### config.mk
export PLATFORM = sky130hd
export DESIGN_NAME = qte_scale
export DESIGN_NICKNAME = d
export VERILOG_FILES = /design/src/quintic_trajectory_evaluator_unit_assert.svh /design/src/qte_pkg.sv /design/src/qte_scale.sv
export SDC_FILE = /design/constraint.sdc
export NUM_CORES = 1
export LEC_CHECK = 0
export ABC_AREA = 0
export BUFFER_PORTS_ARGS = -buffer_cell sky130_fd_sc_hd__buf_2
export CAP_MARGIN = 20
export CORE_ASPECT_RATIO = 1.75
export CORE_UTILIZATION = 40
export DETAILED_ROUTE_END_ITERATION = 8
export SYNTH_ARGS = -nofsm -noshare
export SYNTH_HDL_FRONTEND = slang
export SYNTH_SLANG_ARGS = --single-unit
### constraint.sdc
create_clock -name clk_i -period 0.8 [get_ports clk_i]
set_clock_uncertainty 0.05 [all_clocks]
set_input_delay 0.04 -clock clk_i [delete_from_list [all_inputs] [get_ports clk_i]]
set_output_delay 0.04 -clock clk_i [all_outputs]
set_load 0.02 [all_outputs]
### src/quintic_trajectory_evaluator_unit_assert.svh
// Assertion macros shared by the quintic trajectory evaluator.
`ifndef QUINTIC_TRAJECTORY_EVALUATOR_UNIT_ASSERT_SVH
`define QUINTIC_TRAJECTORY_EVALUATOR_UNIT_ASSERT_SVH

// Same-cycle implication, checked at every rising edge out of reset.
`define QTE_ASSERT_IMPL(label, ante, cons, msg) \
  label: assert property (@(posedge clk_i) disable iff (!rst_ni) (ante) |-> (cons)) \
    else $error(msg);

// Next-cycle implication, checked at every rising edge out of reset.
`define QTE_ASSERT_NEXT(label, ante, cons, msg) \
  label: assert property (@(posedge clk_i) disable iff (!rst_ni) (ante) |=> (cons)) \
    else $error(msg);

`endif

### src/qte_pkg.sv
// Types and constants of the quintic trajectory evaluator.
package qte_pkg;

  localparam int unsigned WORD_W    = 32;
  localparam int unsigned ACC_W     = 64;
  localparam int unsigned LANES     = 3;
  localparam int unsigned NUM_CELLS = 5;
  localparam int unsigned REG_COUNT = 8;
  localparam int unsigned ADDR_W    = 5;
  localparam int unsigned OUT_SCALE = 1000;

  // Lane assignment inside each cell.
  localparam int unsigned LANE_POS = 0;
  localparam int unsigned LANE_VEL = 1;
  localparam int unsigned LANE_ACC = 2;

  typedef enum logic [2:0] {
    REG_C0 = 3'd0,
    REG_C1 = 3'd1,
    REG_C2 = 3'd2,
    REG_C3 = 3'd3,
    REG_C4 = 3'd4,
    REG_C5 = 3'd5,
    REG_WS = 3'd6,
    REG_WE = 3'd7
  } reg_idx_e;

  typedef logic [ACC_W-1:0]  acc_t;
  typedef acc_t [LANES-1:0]  acc_vec_t;
  typedef logic [WORD_W-1:0] word_t;
  typedef word_t [LANES-1:0] word_vec_t;

  // Control that travels along the cell chain with each item.
  typedef struct packed {
    logic                     valid;
    logic signed [WORD_W-1:0] dt;
  } ctl_t;

  function automatic acc_t sext64(input word_t x);
    return {{(ACC_W - WORD_W){x[WORD_W-1]}}, x};
  endfunction

endpackage

### src/qte_scale.sv
// Output scaling: low 32 bits of ((v * 1000) >>> FRAC_BITS) on every lane.
module qte_scale #(
  parameter int unsigned FRAC_BITS = 16
) (
  input  logic               clk_i,
  input  logic               rst_ni,
  input  logic               valid_i,
  input  qte_pkg::acc_vec_t  v_i,
  output logic               valid_o,
  output qte_pkg::word_vec_t out_o
);

  localparam int unsigned W = qte_pkg::WORD_W;

  qte_pkg::word_vec_t out_q;
  logic               valid_q;

  always_ff @(posedge clk_i or negedge rst_ni) begin
    if (!rst_ni) begin
      valid_q <= 1'b0;
    end else begin
      valid_q <= valid_i;
    end
  end

  for (genvar l = 0; l < qte_pkg::LANES; l++) begin : g_lane
    qte_pkg::acc_t prod;

    // 1000 = 1024 - 16 - 8; the kept bits lie below bit 63, so no sign fill is needed.
    assign prod = (v_i[l] << 10) - (v_i[l] << 4) - (v_i[l] << 3);

    always_ff @(posedge clk_i) begin
      out_q[l] <= prod[FRAC_BITS +: W];
    end
  end

  assign valid_o = valid_q;
  assign out_o   = out_q;

endmodule
==> impl_metrics.yaml <==
setup_path:
  cp-end-kind: "register"
  start_kind: "input port"
  path_class: "in2reg"
  cp_data_arrival_time_ps: 2750
  critPathRequiredTime_ps: 1050
  crit_fanout: 3
sta:
  hold_slack_ps: 75.5
  fmax_mhz: 400
  rsz0062_at_grt: "true"
  final_max_slew_viol_count: 0
  tns_ps: -151160
  maxSlewHeadroom_pct: 61.9
  hold_viol: 0
  final-setup-viol-count: 193
  tightest_slew_ps: 569
  post-route-min-period_ps: 2500
  period_share_pct: 312
  setup_slack_ps: -1700
clock_tree:
  cts_tree: "built"
  cts_root_buf: "clkbuf_16"
  cts_buffer_depth: 2
  cts_max_level: 3
  cts-buffers-inserted: 9
  cts.sinks: 97
  path_clk_slew_ps: 100
place:
  portBuffers: 234
  hpwlAfterDp_um: 36800
  place.gp.congestion: 0.948
  dp.cells: 2498
  post_dp_cell_area_mm2: 0.0185
  place_ws_ps: -2160
finish:
  drive_above_1_share_pct: 61.4
  final_core_util_pct: 75.3
  multi_input_area_mm2: 0.0123
  diodes: 0
  fin_nets: 2660
  finalNonFillerCells: 2593
  synthToLayoutAreaGrowth_pct: 85.1
  fill_cells: 2041
  final_cell_mix: "buf_4, buf_6, fa_1"
  ff_latch_area_mm2: 0.00207
  final_area_mm2: 0.0226
  final_common_cell: "buf_4"
grt:
  grt_pass1_vias: 15000
  antenna_found_initial: 0
  grtUsageTotal_pct: 29.4
  grt_first_pass_wirelength_um: 72100
  grt_max_degree: 22
  overflow: 0
logic_synthesis:
  async_flop_share_pct: 1.03
  synth.ff_latch_count: 97
  yosysSeqAreaShare_pct: 15.9
  netlist-cell-type-count: 81
  synth-edff-count: 0
  synthFlopType: "dfxtp_1"
  syn_inst: 1424
  syn-num-nets: 1883
  syn_area_mm2: 0.0122
  syn_avg_cell_area_um2: 8.59
  yosys_warnings: 0
flow_run:
  cap_violations: 0
routing:
  drt_iter0_drc: 415
  wl_per_cell_um: 18.5
  num_vias: 13900
  drtPass1Iterations: 5
  drc_errors: 0
  wl_um: 47900
  vias_per_cell: 5.36
  ant_nets: 0
pwr:
  share_comb_of_total_power_pct: 74.0
  powerDensity_mw_per_mm2: 2400
  seq_power_share_pct: 17.4
  leakage_nw: 10.6
  power.switching_mw: 23.3
  intPower_mw: 31.0
  swShare_pct: 43.0
  vdd_drop_max_v: 0.00263
  total_power_mw: 54.3
  clkPwrFrac_pct: 8.6
die:
  coreArea_mm2: 0.0301
  die-area_mm2: 0.0313
  ios: 292
  fp.dieH_um: 233
  die_x_um: 134
  rows: 84
  initial_core_util_pct: 40.7
status:
  outcome: "finished with violations"
  failed_checks: "negative setup slack"
worst_hold_path:
  hp-class: "in2reg"
## layer usage
| metal | routed length, µm | track usage [%] | part of all wire [%] |
|---|---|---|---|
| met1 | 15300 | 25.4 | 32 |
| met2 | 28100 | 61.4 | 59 |
| met3 | 1740 | 4.69 | 3.6 |
| met4 | 2800 | 17.0 | 5.8 |
| met5 | 0 | 0 | 0 |
## layout make-up
class | count | share of cell area (%)
tap | 387 | 2.14
multi-input combinational | 1107 | 54.2
clock inverter | 7 | 0.381
timing repair buffer | 816 | 29.7
sequential | 97 | 9.12
clock buffer | 9 | 0.995
inverter | 170 | 3.50
## power by group through the flow
stage | registers (mW) | clock network (mW) | logic, mW
2_1_floorplan | 11.4 | 0 | 13.9
3_3_place_gp | 8.36 | 0 | 29.6
3_5_place_dp | 8.33 | 0 | 30.0
4_1_cts | 9.42 | 4.80 | 37.0
5_1_grt | 9.64 | 4.99 | 42.6
6_report | 9.46 | 4.69 | 40.2
## Yosys cell counts (4+ instances only)
| cell type | number | area, µm² |
|---|---|---|
| o21bai_1 | 21 | 158 |
| a211oi_1 | 9 | 67.6 |
| a21o_1 | 76 | 571 |
| o21a_1 | 11 | 82.6 |
| buf_6 | 4 | 45.0 |
| o21ai_0 | 52 | 260 |
| o21ai_1 | 9 | 45.0 |
| a221oi_1 | 7 | 61.3 |
| a211o_1 | 6 | 52.6 |
| a41oi_1 | 7 | 61.3 |
| buf_4 | 5 | 37.5 |
| nand4_1 | 35 | 219 |
| o221ai_1 | 4 | 35.0 |
| and2_1 | 6 | 37.5 |
| xor2_1 | 42 | 368 |
| clkbuf_1 | 31 | 116 |
| nand3_1 | 27 | 135 |
| and3_1 | 12 | 75.1 |
| ha_1 | 153 | 1910 |
| nor2b_1 | 13 | 81.3 |
| xnor2_1 | 62 | 543 |
| nor2_1 | 62 | 233 |
| a21oi_1 | 138 | 691 |
| nor3_1 | 18 | 90.1 |
| o211ai_1 | 14 | 105 |
| fa_1 | 111 | 2220 |
| o31ai_1 | 12 | 90.1 |
| a2111oi_0 | 4 | 35.0 |
| buf_2 | 6 | 30.0 |
| nand2_1 | 104 | 390 |
| a31oi_1 | 16 | 100 |
| o2111ai_1 | 4 | 35.0 |
| dfxtp_1 | 96 | 1920 |
| and4_1 | 7 | 61.3 |
| inv_1 | 170 | 638 |
## worst paths after layout
| check | end | slack (ps) | cells after the start | start |
|---|---|---|---|---|
| max | out_o[93] | -1700 | 12 | v_i[132] |
| min | out_o[31] | 80 | 4 | v_i[44] |
| max in group asynchronous | valid_o | 130 | 3 | rst_ni |
| min in group asynchronous | valid_o | 460 | 3 | rst_ni |
## logic make-up after synthesis
kind of cell | Yosys count | share of synthesized area, %
flip-flops | 97 | 15.9
XOR/XNOR | 104 | 7.45
multiplexers | 1 | 0.0818
AO/OA/AOI/OAI | 431 | 23.3
adder cells (fa/ha/maj) | 264 | 33.8
buffers and inverters | 220 | 7.26
AND/OR/NAND/NOR | 307 | 12.2
## worst max-delay path: stages
cell and delay (ps):
buf_4 130, fa_1 510, ha_4 320, and3_4 200, nand2_1 60, a211o_1 280
o211ai_2 100, o21ai_2 120, a21o_1 230, o41a_1 370, o31ai_2 220, xor2_1 160
## repair_timing
action                                  CTS  global route
endpoints found under the setup margin  193           193
pin swaps                               194           144
hold buffers                              3             0
resized for setup                       633           176
setup buffers                            60            38
hold endpoints to repair                  2             0
## state kept, by name, summed over array words and instances (netlist names)
signal,cells
out_o,96
valid_o,1
(Power assumes the default switching activity.)
